===== src/design/chg_pkg.sv =====
// Shared request/result types and codes for the change dispenser.
package chg_pkg;

    localparam int FIELD_W = 16;
    localparam int PADDR_W = 3;
    localparam int PDATA_W = 32;

    // Request modes
    localparam logic [1:0] MODE_LOAD   = 2'd0;
    localparam logic [1:0] MODE_CHANGE = 2'd1;
    localparam logic [1:0] MODE_REPORT = 2'd2;

    // Result kinds
    localparam logic [1:0] KIND_DISPENSE  = 2'd0;
    localparam logic [1:0] KIND_END       = 2'd1;
    localparam logic [1:0] KIND_INVENTORY = 2'd2;

    // Register map
    localparam logic [PADDR_W-1:0] ADDR_ENTRIES = 3'd0;

    typedef struct packed {
        logic [1:0]         mode;
        logic [2:0]         entry_index;
        logic [FIELD_W-1:0] denom_value;
        logic [FIELD_W-1:0] denom_stock;
        logic [FIELD_W-1:0] amount;
    } req_t;

    typedef struct packed {
        logic [1:0]         kind;
        logic [FIELD_W-1:0] out_value;
        logic [FIELD_W-1:0] out_quantity;
        logic               last;
    } res_t;

endpackage


===== src/design/greedy_change_dispenser.sv =====
// Greedy change dispenser: denomination table, bit-serial divide and multiply, result buffer.
//
//  Channel   Ports                             Moves
//  --------  --------------------------------  ------------------------------------
//  request   s_valid s_ready s_data            load / make change / report request
//  result    m_valid m_ready m_data            dispensed, remainder, inventory rows
//  config    psel penable pwrite paddr pwdata  entries_in_use at address 0
//
// A load writes its table entry; change and report requests walk the entries in order,
// skipping unusable ones, and a change closes with a remainder result. A divided entry
// yields one quotient bit per cycle, then is emitted; when stock runs out first,
// stock * value is subtracted by a bit-serial multiply. Reset clears both tables and entries_in_use.
// A waiting result holds in the output register; the walk stalls only when it needs
// that register while it is still full.
module greedy_change_dispenser
    import chg_pkg::*;
#(
    parameter int NUM_ENTRIES = 8,
    parameter int VALUE_WIDTH = 16
) (
    input  logic               aclk,
    input  logic               aresetn,

    input  logic               s_valid,
    output logic               s_ready,
    input  req_t               s_data,

    output logic               m_valid,
    input  logic               m_ready,
    output res_t               m_data,

    input  logic               psel,
    input  logic               penable,
    input  logic               pwrite,
    input  logic [PADDR_W-1:0] paddr,
    input  logic [PDATA_W-1:0] pwdata,
    output logic [PDATA_W-1:0] prdata,
    output logic               pready
);

    localparam int DEPTH  = (NUM_ENTRIES < 8) ? NUM_ENTRIES : 8;
    localparam int IDX_W  = (DEPTH > 1) ? $clog2(DEPTH) : 1;
    localparam int CNT_W  = $clog2(DEPTH + 1);
    localparam int VW     = VALUE_WIDTH;
    localparam int DCNT_W = $clog2(VW + 1);
    localparam logic [3:0] DEPTH_4 = 4'(DEPTH);

    typedef enum logic [4:0] {
        ST_IDLE = 5'b00001,
        ST_SCAN = 5'b00010,
        ST_DIV  = 5'b00100,
        ST_MUL  = 5'b01000,
        ST_EMIT = 5'b10000
    } state_t;

    state_t             state_reg, state_next;
    logic [3:0]         entries_reg;
    logic [CNT_W-1:0]   idx_reg, idx_next;
    logic [CNT_W-1:0]   n_reg, n_next;
    logic               is_change_reg, is_change_next;
    logic [VW-1:0]      rem_reg, rem_next;
    logic [VW-1:0]      qty_reg, qty_next;
    logic [VW-1:0]      div_p_reg, div_p_next;
    logic [VW-1:0]      div_d_reg, div_d_next;
    logic [DCNT_W-1:0]  div_cnt_reg, div_cnt_next;
    logic [VW-1:0]      mul_s_reg, mul_s_next;
    logic [VW-1:0]      mul_v_reg, mul_v_next;
    logic               pend_valid_reg, pend_valid_next;
    logic [VW-1:0]      pend_value_reg, pend_value_next;
    logic [VW-1:0]      pend_qty_reg, pend_qty_next;
    logic               m_valid_reg, m_valid_next;
    res_t               m_data_reg, m_data_next;

    logic [VW-1:0]      value_table_reg [DEPTH];
    logic [VW-1:0]      stock_table_reg [DEPTH];

    logic               tbl_we;
    logic [IDX_W-1:0]   tbl_idx;
    logic [VW-1:0]      tbl_value;
    logic [VW-1:0]      tbl_stock;

    logic [VW-1:0]      cur_value;
    logic [VW-1:0]      cur_stock;
    logic [VW:0]        div_trial;
    logic [VW:0]        div_diff;
    logic               div_ge;
    logic               out_free;
    logic               push;
    res_t               push_data;
    logic               cfg_we;
    logic               reg_sel;
    logic [CNT_W-1:0]   walk_n;

    assign s_ready  = (state_reg == ST_IDLE);
    assign m_valid  = m_valid_reg;
    assign m_data   = m_data_reg;
    assign pready   = 1'b1;
    assign out_free = !m_valid_reg || m_ready;

    assign reg_sel = (paddr[PADDR_W-1:2] == ADDR_ENTRIES[PADDR_W-1:2]);
    assign cfg_we  = psel && penable && pwrite && pready && reg_sel;
    assign prdata  = reg_sel ? {{(PDATA_W-4){1'b0}}, entries_reg} : '0;

    assign walk_n    = (entries_reg > DEPTH_4) ? CNT_W'(DEPTH) : CNT_W'(entries_reg);
    assign cur_value = value_table_reg[idx_reg[IDX_W-1:0]];
    assign cur_stock = stock_table_reg[idx_reg[IDX_W-1:0]];

    // One restoring-division step: shift in the next dividend bit, try the subtract
    assign div_trial = {div_p_reg, div_d_reg[VW-1]};
    assign div_diff  = div_trial - {1'b0, cur_value};
    assign div_ge    = (div_trial >= {1'b0, cur_value});

    always_comb begin
        state_next      = state_reg;
        idx_next        = idx_reg;
        n_next          = n_reg;
        is_change_next  = is_change_reg;
        rem_next        = rem_reg;
        qty_next        = qty_reg;
        div_p_next      = div_p_reg;
        div_d_next      = div_d_reg;
        div_cnt_next    = div_cnt_reg;
        mul_s_next      = mul_s_reg;
        mul_v_next      = mul_v_reg;
        pend_valid_next = pend_valid_reg;
        pend_value_next = pend_value_reg;
        pend_qty_next   = pend_qty_reg;
        push            = 1'b0;
        push_data       = '0;
        tbl_we          = 1'b0;
        tbl_idx         = idx_reg[IDX_W-1:0];
        tbl_value       = cur_value;
        tbl_stock       = cur_stock;

        unique case (state_reg)
            ST_IDLE: begin
                if (s_valid) begin
                    unique case (s_data.mode)
                        MODE_LOAD: begin
                            if ({1'b0, s_data.entry_index} < DEPTH_4) begin
                                tbl_we    = 1'b1;
                                tbl_idx   = s_data.entry_index[IDX_W-1:0];
                                tbl_value = VW'(s_data.denom_value);
                                tbl_stock = VW'(s_data.denom_stock);
                            end
                        end
                        MODE_CHANGE: begin
                            rem_next       = VW'(s_data.amount);
                            idx_next       = '0;
                            n_next         = walk_n;
                            is_change_next = 1'b1;
                            state_next     = ST_SCAN;
                        end
                        MODE_REPORT: begin
                            idx_next        = '0;
                            n_next          = walk_n;
                            is_change_next  = 1'b0;
                            pend_valid_next = 1'b0;
                            state_next      = ST_SCAN;
                        end
                        default: ;
                    endcase
                end
            end

            ST_SCAN: begin
                if (idx_reg == n_reg) begin
                    if (is_change_reg) begin
                        if (out_free) begin
                            push                   = 1'b1;
                            push_data.kind         = KIND_END;
                            push_data.out_value    = '0;
                            push_data.out_quantity = FIELD_W'(rem_reg);
                            push_data.last         = 1'b1;
                            state_next             = ST_IDLE;
                        end
                    end else if (!pend_valid_reg) begin
                        state_next = ST_IDLE;
                    end else if (out_free) begin
                        push                   = 1'b1;
                        push_data.kind         = KIND_INVENTORY;
                        push_data.out_value    = FIELD_W'(pend_value_reg);
                        push_data.out_quantity = FIELD_W'(pend_qty_reg);
                        push_data.last         = 1'b1;
                        pend_valid_next        = 1'b0;
                        state_next             = ST_IDLE;
                    end
                end else if (is_change_reg) begin
                    if (cur_value == '0 || cur_stock == '0) begin
                        idx_next = idx_reg + 1'b1;
                    end else begin
                        div_p_next   = '0;
                        div_d_next   = rem_reg;
                        div_cnt_next = DCNT_W'(VW);
                        state_next   = ST_DIV;
                    end
                end else if (cur_value == '0) begin
                    idx_next = idx_reg + 1'b1;
                end else if (!pend_valid_reg || out_free) begin
                    // Hold each row back one step so the final one can carry last
                    if (pend_valid_reg) begin
                        push                   = 1'b1;
                        push_data.kind         = KIND_INVENTORY;
                        push_data.out_value    = FIELD_W'(pend_value_reg);
                        push_data.out_quantity = FIELD_W'(pend_qty_reg);
                        push_data.last         = 1'b0;
                    end
                    pend_valid_next = 1'b1;
                    pend_value_next = cur_value;
                    pend_qty_next   = cur_stock;
                    idx_next        = idx_reg + 1'b1;
                end
            end

            ST_DIV: begin
                if (div_cnt_reg != '0) begin
                    div_p_next   = div_ge ? div_diff[VW-1:0] : div_trial[VW-1:0];
                    div_d_next   = {div_d_reg[VW-2:0], div_ge};
                    div_cnt_next = div_cnt_reg - 1'b1;
                end else if (div_d_reg == '0) begin
                    idx_next   = idx_reg + 1'b1;
                    state_next = ST_SCAN;
                end else if (div_d_reg <= cur_stock) begin
                    qty_next   = div_d_reg;
                    rem_next   = div_p_reg;
                    tbl_we     = 1'b1;
                    tbl_stock  = cur_stock - div_d_reg;
                    state_next = ST_EMIT;
                end else begin
                    // Stock runs out first: drop stock * value from the remainder
                    qty_next   = cur_stock;
                    tbl_we     = 1'b1;
                    tbl_stock  = '0;
                    mul_s_next = cur_stock;
                    mul_v_next = cur_value;
                    state_next = ST_MUL;
                end
            end

            ST_MUL: begin
                if (mul_s_reg == '0) begin
                    state_next = ST_EMIT;
                end else begin
                    if (mul_s_reg[0]) begin
                        rem_next = rem_reg - mul_v_reg;
                    end
                    mul_s_next = mul_s_reg >> 1;
                    mul_v_next = mul_v_reg << 1;
                end
            end

            ST_EMIT: begin
                if (out_free) begin
                    push                   = 1'b1;
                    push_data.kind         = KIND_DISPENSE;
                    push_data.out_value    = FIELD_W'(cur_value);
                    push_data.out_quantity = FIELD_W'(qty_reg);
                    push_data.last         = 1'b0;
                    idx_next               = idx_reg + 1'b1;
                    state_next             = ST_SCAN;
                end
            end

            default: begin
                state_next = ST_IDLE;
            end
        endcase
    end

    always_comb begin
        m_data_next  = m_data_reg;
        m_valid_next = m_valid_reg && !m_ready;
        if (push) begin
            m_valid_next = 1'b1;
            m_data_next  = push_data;
        end
    end

    always_ff @(posedge aclk) begin
        if (!aresetn) begin
            state_reg      <= ST_IDLE;
            entries_reg    <= '0;
            m_valid_reg    <= 1'b0;
            pend_valid_reg <= 1'b0;
            rem_reg        <= '0;
            for (int i = 0; i < DEPTH; i++) begin
                value_table_reg[i] <= '0;
                stock_table_reg[i] <= '0;
            end
        end else begin
            state_reg      <= state_next;
            m_valid_reg    <= m_valid_next;
            pend_valid_reg <= pend_valid_next;
            rem_reg        <= rem_next;
            if (cfg_we) begin
                entries_reg <= pwdata[3:0];
            end
            if (tbl_we) begin
                value_table_reg[tbl_idx] <= tbl_value;
                stock_table_reg[tbl_idx] <= tbl_stock;
            end
        end
    end

    always_ff @(posedge aclk) begin
        idx_reg        <= idx_next;
        n_reg          <= n_next;
        is_change_reg  <= is_change_next;
        qty_reg        <= qty_next;
        div_p_reg      <= div_p_next;
        div_d_reg      <= div_d_next;
        div_cnt_reg    <= div_cnt_next;
        mul_s_reg      <= mul_s_next;
        mul_v_reg      <= mul_v_next;
        pend_value_reg <= pend_value_next;
        pend_qty_reg   <= pend_qty_next;
        m_data_reg     <= m_data_next;
    end

    // The walk index never runs past the walk length
    assert property (@(posedge aclk) disable iff (!aresetn)
        (state_reg != ST_IDLE) |-> (idx_reg <= n_reg))
        else $error("walk index past walk length");

    // Report rows are held back only during a report walk
    assert property (@(posedge aclk) disable iff (!aresetn)
        (pend_valid_reg && state_reg != ST_IDLE) |-> !is_change_reg)
        else $error("pending inventory row during change walk");

    // The remaining amount only shrinks while a request is in progress
    assert property (@(posedge aclk) disable iff (!aresetn)
        (state_reg != ST_IDLE) |=> (rem_reg <= $past(rem_reg)))
        else $error("remainder grew during walk");

    // A closing remainder result always ends its request
    assert property (@(posedge aclk) disable iff (!aresetn)
        (m_valid_reg && m_data_reg.kind == KIND_END) |-> m_data_reg.last)
        else $error("request end without last");

endmodule

===== config.mk =====
export PLATFORM = sky130hd
export DESIGN_NAME = greedy_change_dispenser
export DESIGN_NICKNAME = d
export VERILOG_FILES = /design/src/design/chg_pkg.sv /design/src/design/greedy_change_dispenser.sv
export SDC_FILE = /design/constraint.sdc
export NUM_CORES = 1
export LEC_CHECK = 0
export ABC_AREA = 1
export BUFFER_PORTS_ARGS = -buffer_cell sky130_fd_sc_hd__buf_2
export CAP_MARGIN = 40
export CORE_UTILIZATION = 45
export DETAILED_ROUTE_END_ITERATION = 10
export PLACE_DENSITY = 0.68
export SLEW_MARGIN = 25
export SYNTH_ARGS = -nofsm -noshare
export SYNTH_HDL_FRONTEND = slang
export SYNTH_SLANG_ARGS = --single-unit

===== constraint.sdc =====
create_clock -name aclk -period 4.2 [get_ports aclk]
set_clock_uncertainty 0.15 [all_clocks]
set_input_delay 0.21 -clock aclk [delete_from_list [all_inputs] [get_ports aclk]]
set_output_delay 0.21 -clock aclk [all_outputs]
set_load 0.005 [all_outputs]

## Yosys cells after proc, flatten, opt, wreduce, memory -nomap -nowiden

Memories as Yosys holds them, arrays and structs flattened. A register that Yosys moved wholly into a read port is not among the register bits.
Cells that the tools add are included.

- Memory bits (read-only): 0
- Memory bits (writable): 256
- Latch bits: 0
- Input port bits: 95
- Word-level logic and storage cells: 225
- Bits in registers: 188
- Memories kept: 2
- Output and inout bits: 70

- Magnitude comparators: 3
- Multiply operators: 0
- Equality and inequality tests: 32
- Shifts and indexed selects: 0
- Div/mod/pow operators: 0
- Bitwise logic cells: 6
- Reductions and logical operators: 35
- Multiplexer cells: 122
- Add/sub/neg operators: 5

Memories:

| name | words | bits a word | rd ports | clocked after Yosys merged registers in | wr ports | line | RTL |
|---|---|---|---|---|---|---|---|
| stock_table_reg | 8 | 16 | 1 | 1 | 8 | greedy_change_dispenser.sv:75 | `logic [VW-1:0] stock_table_reg [DEPTH];` |
| value_table_reg | 8 | 16 | 1 | 1 | 8 | greedy_change_dispenser.sv:74 | `logic [VW-1:0] value_table_reg [DEPTH];` |

Operators by type and width:

| cell | number |
|---|---|
| 16-bit two-way mux | 35 |
| 35-bit two-way mux | 8 |
| 16-bit case mux with 2 select lines | 5 |
| 5-bit two-way mux | 17 |
| 35-bit case mux with 2 select lines | 1 |
| 16-bit zero test | 4 |
| 16-bit case mux with 3 select lines | 1 |
| 16-bit subtractor | 3 |
| 4-bit two-way mux | 11 |
| 34-bit two-way mux | 1 |
| 33-bit two-way mux | 1 |
| 2-bit != test, second input constant | 16 |
| 16-bit OR reduction | 2 |
| 1-bit two-way mux | 28 |
| 5-bit case mux with 5 select lines | 1 |
| 3-bit two-way mux | 7 |
| 17-bit by 16-bit >= comparator with 1-bit output | 1 |
| 16-bit <= comparator | 1 |
| 4-bit case mux with 4 select lines | 1 |
| 3-bit != test, second input constant | 5 |
| 5-bit AND reduction | 3 |
| 5-bit case mux with 2 select lines | 1 |
| 3-bit AND reduction | 3 |
| 9-bit AND reduction | 1 |
| other kinds (27) | 46 |

## Depth between registers and ports, before layout

Gate-level depths: netlist of the first run.

- Word-level depth: 9
- Gate-level depth with buffers: 26
- Gate-level depth less buffers: 22

## Least setup slack after synthesis of the first run

Ideal clock, no wire load.

- Path type: flip-flop to flip-flop
- Start point: reg (tool-made name)
- End point: reg div_cnt_reg[0], enable pin
- Stages on the path, launching flop included: 16
- Clock period less this slack: 3.744 ns
- Required time: 3.619 ns
- Path slack: 0.456 ns
- Path buffers: 3
- Arrival: 3.163 ns
- Path through: dfxtp_1 -> clkbuf_2 -> buf_2 -> buf_1 -> nand3_1 -> nand2_1 -> nand2_1 -> nand2_1 -> nor2_1 -> nand2_1 -> nor2_1 -> nand2_1 -> nand2_1 -> nor2_1 -> nor2_1 -> nor2_1

RTL lines:

| item | line | RTL |
|---|---|---|
| end signal: assignment | greedy_change_dispenser.sv:312 | `div_cnt_reg <= div_cnt_next;` |
| end: declaration | greedy_change_dispenser.sv:65 | `logic [DCNT_W-1:0] div_cnt_reg, div_cnt_next;` |

==> impl_metrics.csv, run 1 <==
group,metric,value,unit
outcome,run_status,"finished clean",
die,io_pins,165,
global_routing,grt_max_degree,65,
worst_hold_path,holdPathEnd,"stock_table_reg[3][0]",
routing,routed_via_density,5.29,
routing,drc,0,
yosys,synthArstFlopShare,0,%
global_routing,grt_pass1_vias,18283,
die,die_y,231,um
sta,worst_pin_slew,875,ps
worst_setup_path,endpoint_kind,"flop",
routing,ant_nets,0,
clocking,cts_tree,"done",
clocking,clk_latency,600,ps
global_routing,antenna_found_initial,2,
worst_setup_path,rr_worst_depth,18,
routing,dr.pass1.iters,7,
global_routing,grt_pass1_wl,103,mm
clocking,cts_buffers,46,
sta,fmax,257,MHz
yosys,synthFlopType,"edfxtp_1",
die,dieArea,0.0533,mm^2
global_routing,overflow,0,
clocking,numClockSinks,447,
power_and_ir_drop,cellLeakagePower,11.7,nW
sta,rsz0062_at_grt,"false",
worst_hold_path,whs_path_depth,5,
power_and_ir_drop,p_total,17.4,mW
placement,io_buffers,105,
power_and_ir_drop,power_density,647,mW/mm^2
sta,hold_violations,0,
routing,drt-wirelength-per-cell,18.6,um
sta,period_share,92.6,%
finish,final_common_cell,"nand2_1",
placement,dpl.hpwl,46.1,mm
worst_setup_path,regToRegEndpoint,"div_p_reg[12]",
routing,vias,18930,
die,start_util,45.8,%
die,die_x,231,um
placement,place_congestion,0.940,
sta,period_needed,3890,ps
worst_setup_path,reg2reg_slack,310,ps
global_routing,grt_use_total,25.1,%
die,core_area,0.0515,mm^2
worst_hold_path,min_path_type,"input port to flop",
worst_setup_path,path_class,"flop to flop",
yosys,syn_inst,2712,
yosys,seq_area_frac_synth,55.6,%
clocking,cts_root_buf,"clkbuf_16",
finish,drive_gt1_share,10.7,%
finish,antenna_cells,0,
yosys,yosysWarnings,0,
clocking,clockBufferDepth,3,
worst_setup_path,crit_path_start_kind,"flop",
clocking,path_clk_slew,60,ps
sta,tns,0,ps
finish,final_cell_mix,"844 x nand2_1, 417 x edfxtp_1, 379 x nor2_1, 285 x inv_1, 130 x o21ai_0",
routing,totalWireLength,66.5,mm
sta,slew_headroom,41.3,%
die,rows,83,
worst_setup_path,worstPathRequired,4390,ps
power_and_ir_drop,ir_worst_vdd,345,uV
finish,fin_nets,3012,
clocking,cts.htree.levels,2,
yosys,ys_ff_latch,447,
yosys,syn_area,0.0236,mm^2
worst_setup_path,path_max_fanout,64,
sta,slew_viol_final,0,
finish,syn2layout_area_growth,13.7,%
routing,drt-initial-drc-count,1833,
worst_hold_path,hold_start,"s_data[16]",
sta,setup_viol,0,
yosys,yosysUniqueCellTypes,59,
yosys,synth-edff-count,417,
worst_setup_path,cp.arrival,4080,ps
yosys,syn_avg_cell_area,8.70,um^2
finish,fillerInstances,4782,
job,max-cap-violations,0,
## per-layer routing
layer / track usage (%) / wire length, um / vias to the layer above
met5: 0 / 27 / -
met3: 3.36 / 4290 / 135
met2: 42.1 / 32100 / 716
met1: 32.9 / 27800 / 8968
met4: 9.50 / 2250 / 4
li1: - / - / 9107
## power breakdown
| group | switching (mW) | total, mW | internal [mW] |
|---|---|---|---|
| combinational | 5.22 | 7.45 | 2.23 |
| clock | 1.77 | 4.21 | 2.44 |
| sequential | 0.276 | 5.70 | 5.42 |
## worst max-delay path, cell delays in order (launching register included)
cell	delay [ps]
dfxtp_4	370
clkinv_2	160
buf_12	310
nand2_1	90
nand2_1	70
nand2_1	40
o21ai_0	100
nand2_1	80
nand2_1	240
inv_1	160
ha_1	370
nand2_1	90
o21ai_0	450
a21oi_1	210
o21a_1	240
o21ai_0	250
a21oi_1	110
nand3_1	80
nand2_1	40
## cells in the mapped netlist (3+ instances only)
cell type | count | area, um^2
nand2_1 | 845 | 3170
o21ai_1 | 42 | 210
xnor2_1 | 12 | 105
buf_1 | 6 | 22.5
a221oi_1 | 3 | 26.3
nand3_1 | 114 | 571
dfxtp_1 | 30 | 601
or2_2 | 13 | 81.3
nor2_2 | 5 | 31.3
buf_4 | 39 | 293
o21a_1 | 3 | 22.5
o221ai_1 | 6 | 52.6
nor2_1 | 381 | 1430
o21ai_2 | 4 | 35.0
nand4_2 | 8 | 100
ha_1 | 52 | 651
a21oi_1 | 90 | 450
a22oi_1 | 23 | 173
inv_1 | 287 | 1080
inv_2 | 8 | 30.0
buf_2 | 50 | 250
buf_6 | 15 | 169
o211ai_1 | 7 | 52.6
fa_1 | 3 | 60.1
edfxtp_1 | 417 | 12500
clkbuf_1 | 31 | 116
nand4_1 | 14 | 87.6
a21o_1 | 7 | 52.6
nand2_2 | 3 | 18.8
xor2_1 | 9 | 78.8
nor3_1 | 15 | 75.1
o21ai_0 | 130 | 651
o21bai_1 | 6 | 45.0
## worst max path at each step
stage | to | depth (start not counted) | slack (ps)
2_1_floorplan | div_cnt_reg[0] | 15 | 460
3_5_place_dp | rem_reg[2] | 21 | 350
3_3_place_gp | rem_reg[4] | 21 | 350
5_1_grt | div_p_reg[12] | 18 | 10
4_1_cts | rem_reg[2] | 21 | 320
6_report | div_p_reg[12] | 18 | 310
## cell families (layout without fill, tap and decap cells)
logic type / after synthesis / count (layout) / synth area share, %
adders and majority gates: 55 / 55 / 3.01
buffers and inverters: 439 / 599 / 8.35
and+or+nand+nor: 1412 / 1412 / 24.2
DFF: 447 / 447 / 55.6
AOI/OAI and AO/OA: 336 / 336 / 8.02
other: 2 / 29 / 0.0318
xor gates and xnor gates: 21 / 21 / 0.780
## per-stage QoR
stage               cell area, um^2  setup slack, ps  std cells  hold WS, ps  util (%)
floorplan                     23700              456       2739          198         -
global route                  26800             9.88       3579         54.8      52.1
detailed placement            25000              345       3463          352      48.5
global placement              24900              349       3461          340      48.4
finish                        26800              310       3579         48.3      52.1
CTS                           26800              319       3577         33.7      52.0
## final cells by class
| type | count | area (um^2) | share of cell area [%] |
|---|---|---|---|
| Clock buffer | 52 | 1170 | 4.38 |
| Clock inverter | 33 | 352 | 1.31 |
| Inverter | 297 | 1120 | 4.18 |
| Multi-Input combinational cell | 1853 | 8610 | 32.1 |
| Sequential cell | 447 | 13100 | 48.9 |
| Tap cell | 680 | 851 | 3.17 |
| Timing Repair Buffer | 217 | 1590 | 5.91 |
## timing repair
action,CTS,global route
hold buffers,29,0
resized for setup,0,4
endpoints found under the hold margin,38,0
setup endpoints to repair,0,16
buffers inserted,0,1
Power figures use the tool's default switching activity.
==> run 2: changes to the inputs <==
--- a/config.mk
+++ b/config.mk
@@ -10,7 +10,7 @@
 export CAP_MARGIN = 40
 export CORE_UTILIZATION = 45
 export DETAILED_ROUTE_END_ITERATION = 10
-export PLACE_DENSITY = 0.68
+export PLACE_DENSITY = 0.71
 export SLEW_MARGIN = 25
 export SYNTH_ARGS = -nofsm -noshare
 export SYNTH_HDL_FRONTEND = slang
==> constraint.sdc (replaced) <==
create_clock -name aclk -period 3.3 [get_ports aclk]
set_clock_uncertainty 0.15 [all_clocks]
set_input_delay 0.165 -clock aclk [delete_from_list [all_inputs] [get_ports aclk]]
set_output_delay 0.165 -clock aclk [all_outputs]
set_load 0.005 [all_outputs]
==> impl_metrics.csv, run 2 (synthesis results as in run 1) <==
group,metric,value,unit
sta,slew_headroom,42.1,%
worst_setup_path,path_common_cell,"nand2_1",
die,start_util,45.8,%
sta,setup_slack,-75.1,ps
sta,worst_pin_slew,863,ps
global_routing,met2_usage,44.2,%
die,rows,83,
sta,slew_viol_final,0,
sta,setup_viol,10,
finish,fin_cells,3790,
clocking,cts_root_buf,"clkbuf_16",
global_routing,top_usage_layer,"met2",
clocking,clk_latency,610,ps
sta,hold_slack,-42.1,ps
routing,totalWireLength,73.0,mm
die,die_y,231,um
job,max-cap-violations,0,
finish,final_util,58.3,%
worst_setup_path,path_cells,"inv_8 -> buf_6 -> buf_16 -> buf_4 -> nand2_1 -> nand2_1 -> nand2_1 -> nand2_1 -> nand2_1 -> nand2_2 -> ha_4 -> nand2_2 -> nor4_4 -> o21ai_2 -> nand2_2 -> nand2_4 -> buf_12 -> o211ai_1 -> inv_2 -> nor2_2",
routing,drc,0,
worst_setup_path,crit_path_start_kind,"flop",
routing,drt-initial-drc-count,2104,
routing,dr.pass1.iters,8,
placement,io_buffers,105,
routing,drt-wirelength-per-cell,19.3,um
clocking,cts_tree,"done",
clocking,clockBufferDepth,3,
power_and_ir_drop,ir_worst_vdd,460,uV
worst_setup_path,cpMaxStageDelayCell,"dfxtp_4",
global_routing,grt_use_total,26.6,%
routing,vias,20424,
worst_setup_path,reg2reg_slack,-80,ps
clocking,cts_buffers,46,
clocking,path_clk_slew,60,ps
global_routing,grt_max_degree,45,
worst_setup_path,cp.arrival,3690,ps
placement,dpl.hpwl,48.7,mm
global_routing,grt_use_met1,35.0,%
die,core_area,0.0515,mm^2
routing,ant_nets,0,
global_routing,grt_pass1_vias,19714,
finish,final_common_cell,"nand2_1",
finish,antenna_cells,0,
worst_hold_path,min_path_type,"input port to flop",
worst_setup_path,path_max_fanout,8,
clocking,cts.htree.levels,2,
finish,fin_nets,3224,
placement,placed_cells,3621,
worst_setup_path,endpoint_kind,"flop",
global_routing,met3_usage,3.03,%
clocking,numClockSinks,447,
worst_setup_path,worstPathRequired,3610,ps
worst_setup_path,slowest_delay,410,ps
worst_setup_path,path_class,"flop to flop",
routing,routed_via_density,5.39,
finish,final_cell_mix,"775 x nand2_1, 417 x edfxtp_1, 363 x nor2_1, 262 x inv_1, 215 x buf_4",
sta,rsz0062_at_grt,"true",
die,die_x,231,um
global_routing,grt_pass1_wl,109,mm
sta,period_needed,3380,ps
global_routing,overflow,0,
die,dieArea,0.0533,mm^2
power_and_ir_drop,power_density,887,mW/mm^2
sta,hold_violations,11,
outcome,run_status,"complete, but fails checks",
power_and_ir_drop,cellLeakagePower,13.0,nW
sta,period_share,102,%
placement,place_congestion,0.936,
global_routing,antenna_found_initial,0,
finish,drive_gt1_share,22.8,%
sta,fmax,296,MHz
die,io_pins,165,
outcome,violations,"hold timing, setup timing",
finish,syn2layout_area_growth,27.2,%
==> run 2: changes by cell type in the layout (fill, tap and decap cells not counted), moves of 19 or more <==
cell,delta
a21oi_1,-28
a21oi_2,+23
buf_12,+22
buf_4,+143
buf_6,+24
ha_1,-28
ha_4,+28
inv_1,-23
inv_2,+20
nand2_1,-69
nand2_2,+51
o21ai_0,-19
==> run 2: layout make-up <==
type | instances | area, um^2
multi-input combinational | 1853 | 9630
fill | 4297 | 21500
sequential | 447 | 13100
inverter | 297 | 1130
timing repair buffer | 429 | 3770
clock inverter | 26 | 254
tap | 680 | 851
clock buffer | 58 | 1240
==> run 2: worst paths after layout <==
path / startpoint / end / cells past startpoint
max: flop / stock_table_reg[6][5] / 20
min reg2reg: pend_qty_reg[10] / m_data[11] / 2
min: s_data[20] / stock_table_reg[2][4] / 5
max reg2reg: flop / stock_table_reg[6][5] / 20
==> run 2: worst max-delay path: cells and delay by family (launching register included) <==
| kind | cells | cell delay (ps) |
|---|---|---|
| AOI/OAI and AO/OA | 2 | 490 |
| adders and majority gates | 1 | 300 |
| buffers and inverters | 6 | 780 |
| DFF | 1 | 410 |
| and+or+nand+nor | 11 | 1100 |
==> run 2: stage by stage <==
stage | setup slack [ps] | hold slack (ps) | setup TNS, ps | area, um^2 | power [mW]
finish | -75.1 | -42.1 | -534 | 30000 | 26.6
global route | -228 | 1.65 | -14560 | 30000 | 28.1
CTS | -34.9 | 2.76 | -217 | 28600 | 24.4
detailed placement | -217 | 309 | -11770 | 26400 | 18.6
global placement | -153 | 293 | -10650 | 26400 | 18.4
floorplan | 35.0 | 153 | 0 | 23700 | 13.6
==> run 2: timing repair <==
item | 4_1_cts | 5_1_grt
setup endpoints to repair | 152 | 237
hold buffers | 39 | 2
hold endpoints to repair | 97 | 6
pin swaps | 6 | 50
gates resized for setup | 57 | 241
setup buffers | 6 | 25
gates cloned | 5 | 10
==> run 2: power breakdown <==
group / switching (mW) / total, mW / internal, mW
sequential: 0.371 / 7.27 / 6.90
clock: 2.29 / 5.20 / 2.91
combinational: 8.21 / 14.1 / 5.94
==> run 2: routing by layer <==
metal | share of wire [%] | routed length [um]
met3 | 7.4 | 5440
met1 | 40 | 29300
met4 | 4.0 | 2930
met5 | 0 | 0
met2 | 48 | 35300
==> run 3: changes to the inputs <==
--- a/config.mk
+++ b/config.mk
@@ -6,7 +6,7 @@
 export NUM_CORES = 1
 export LEC_CHECK = 0
 export ABC_AREA = 1
-export BUFFER_PORTS_ARGS = -buffer_cell sky130_fd_sc_hd__buf_2
+export BUFFER_PORTS_ARGS = -buffer_cell sky130_fd_sc_hd__buf_4
 export CAP_MARGIN = 40
 export CORE_UTILIZATION = 45
 export DETAILED_ROUTE_END_ITERATION = 10
==> constraint.sdc (replaced) <==
create_clock -name aclk -period 2.9 [get_ports aclk]
set_clock_uncertainty 0.15 [all_clocks]
set_input_delay 0.145 -clock aclk [delete_from_list [all_inputs] [get_ports aclk]]
set_output_delay 0.145 -clock aclk [all_outputs]
set_load 0.005 [all_outputs]
==> impl_metrics.csv, run 3 (synthesis results as in run 1) <==
group,metric,value,unit
outcome,run_status,"complete, but fails checks",
outcome,violations,"setup timing",
sta,tns,-77790,ps
sta,setup_viol,470,
finish,final_common_cell,"nand2_1",
global_routing,overflow,0,
sta,hold_slack,22.7,ps
routing,dr.pass1.iters,5,
global_routing,grt_pass1_vias,20421,
global_routing,antenna_found_initial,0,
power_and_ir_drop,seq_power_share,25.6,%
routing,totalWireLength,78.6,mm
clocking,cts_tree,"done",
placement,place_congestion,0.980,
sta,period_share,114,%
placement,place_ws,-551,ps
finish,drive_gt1_share,27.0,%
power_and_ir_drop,p_switching,13.3,mW
die,core_area,0.0515,mm^2
sta,rsz0062_at_grt,"true",
routing,wl_met2,37.7,mm
global_routing,grt_pass1_wl,115,mm
routing,dr_wl_met3,7.22,mm
worst_setup_path,worst-path-buf-inv,8,
power_and_ir_drop,clkPwrFrac,18.4,%
power_and_ir_drop,cellLeakagePower,13.8,nW
power_and_ir_drop,swShare,41.0,%
sta,period_needed,3290,ps
clocking,numClockSinks,447,
worst_setup_path,path_cells,"clkinv_8 -> buf_12 -> buf_6 -> nand2_2 -> nand3_1 -> nand2_2 -> nand2_2 -> nand2_2 -> inv_2 -> ha_4 -> buf_4 -> buf_4 -> nand2_2 -> nor3b_2 -> a311oi_2 -> nand2_4 -> buf_12 -> buf_16 -> nand3_2 -> o21ai_1",
worst_setup_path,cp.arrival,3480,ps
die,io_pins,165,
clocking,cts_root_buf,"clkbuf_16",
routing,drt-wirelength-per-cell,20.2,um
finish,fin_nets,3320,
sta,slew_headroom,47.8,%
worst_setup_path,path_common_cell,"nand2_2",
sta,slew_viol_final,0,
die,rows,83,
clocking,path_clk_slew,70,ps
sta,fmax,304,MHz
worst_setup_path,slowest_delay,460,ps
routing,drt-initial-drc-count,2245,
sta,hold_violations,0,
die,dieArea,0.0533,mm^2
die,die_y,231,um
power_and_ir_drop,p_int,19.2,mW
power_and_ir_drop,power_density,1030,mW/mm^2
global_routing,grt_max_degree,40,
worst_setup_path,crit_family,"buffers and inverters",
power_and_ir_drop,p_comb_share,56.0,%
routing,met1_length,30.2,mm
routing,drc,0,
power_and_ir_drop,p_total,32.5,mW
worst_setup_path,crit_path_start_kind,"flop",
die,start_util,45.8,%
placement,io_buffers,105,
clocking,clk_latency,610,ps
worst_hold_path,min_path_type,"input port to flop",
sta,setup_slack,-394,ps
routing,vias,21240,
routing,routed_via_density,5.46,
finish,antenna_cells,0,
routing,highest_layer,"met4",
placement,dpl.hpwl,50.7,mm
finish,final_cell_mix,"733 x nand2_1, 417 x edfxtp_1, 373 x buf_4, 353 x nor2_1, 255 x inv_1",
worst_setup_path,cpMaxStageDelayCell,"dfxtp_4",
clocking,cts_buffers,46,
routing,ant_nets,0,
worst_setup_path,path_class,"flop to flop",
worst_setup_path,worstPathRequired,3090,ps
worst_setup_path,path_max_fanout,6,
job,max-cap-violations,0,
sta,worst_pin_slew,777,ps
clocking,clockBufferDepth,3,
power_and_ir_drop,ir_worst_vdd,476,uV
finish,syn2layout_area_growth,34.5,%
clocking,cts.htree.levels,2,
die,die_x,231,um
worst_setup_path,endpoint_kind,"flop",
global_routing,grt_use_total,28.3,%
[run 3: area by class of cell]
cell class,count,area [um^2]
clock buffers,58,1200
well taps,680,851
repair inverters,1,11.3
inverters,297,1170
fillers,4074,19800
clock inverters,27,304
repair buffers,523,5070
flip-flops and latches,447,13100
multi-input cells,1854,10000
[run 3: power groups by stage]
stage	combinational, mW	clock (mW)	sequential [mW]
finish	18.2	5.99	8.32
detailed placement	13.3	0	8.39
CTS	15.7	6.02	8.28
global placement	13.1	0	8.38
floorplan	7.66	0	8.19
global route	19.5	6.23	8.33
[run 3: worst register-to-register path: cells and delay by family, from the launching register on]
kind / cells / cell delay (ps)
buf+inv: 8 / 1030
fa+ha+maj: 1 / 250
simple gates: 9 / 760
compound gates: 2 / 360
flops: 1 / 460
[run 3: per-layer routing]
| layer | up-vias | global-route usage [%] |
|---|---|---|
| met5 | - | 0 |
| met4 | 0 | 12.9 |
| met3 | 246 | 3.90 |
| met2 | 1251 | 46.4 |
| met1 | 9980 | 37.1 |
| li1 | 9763 | - |
[run 3: per-stage QoR]
step,cells,cell area [um^2],utilization (%)
after floorplan,2739,23900,-
after global placement,3650,27000,52.5
after detailed placement,3651,27100,52.5
after CTS,3835,30500,59.1
after global routing,3887,31700,61.6
final,3887,31700,61.6
[run 3: what timing repair did]
action | CTS | global route
hold buffers | 59 | 1
gates cloned | 10 | 14
endpoints found under the setup margin | 340 | 628
hold endpoints to repair | 228 | 4
setup buffers | 31 | 38
pin swaps | 38 | 91
gates resized for setup | 194 | 188
[run 3: path summary, 6_finish.rpt]
path / startpoint / end / slack [ps] / cells after the start
setup / recovery: flop / div_p_reg[10] / -390 / 20
hold / removal: s_data[20] / stock_table_reg[0][4] / 20 / 6
hold reg to reg: pend_qty_reg[11] / m_data[12] / 370 / 2
setup reg to reg: flop / div_p_reg[10] / -390 / 20
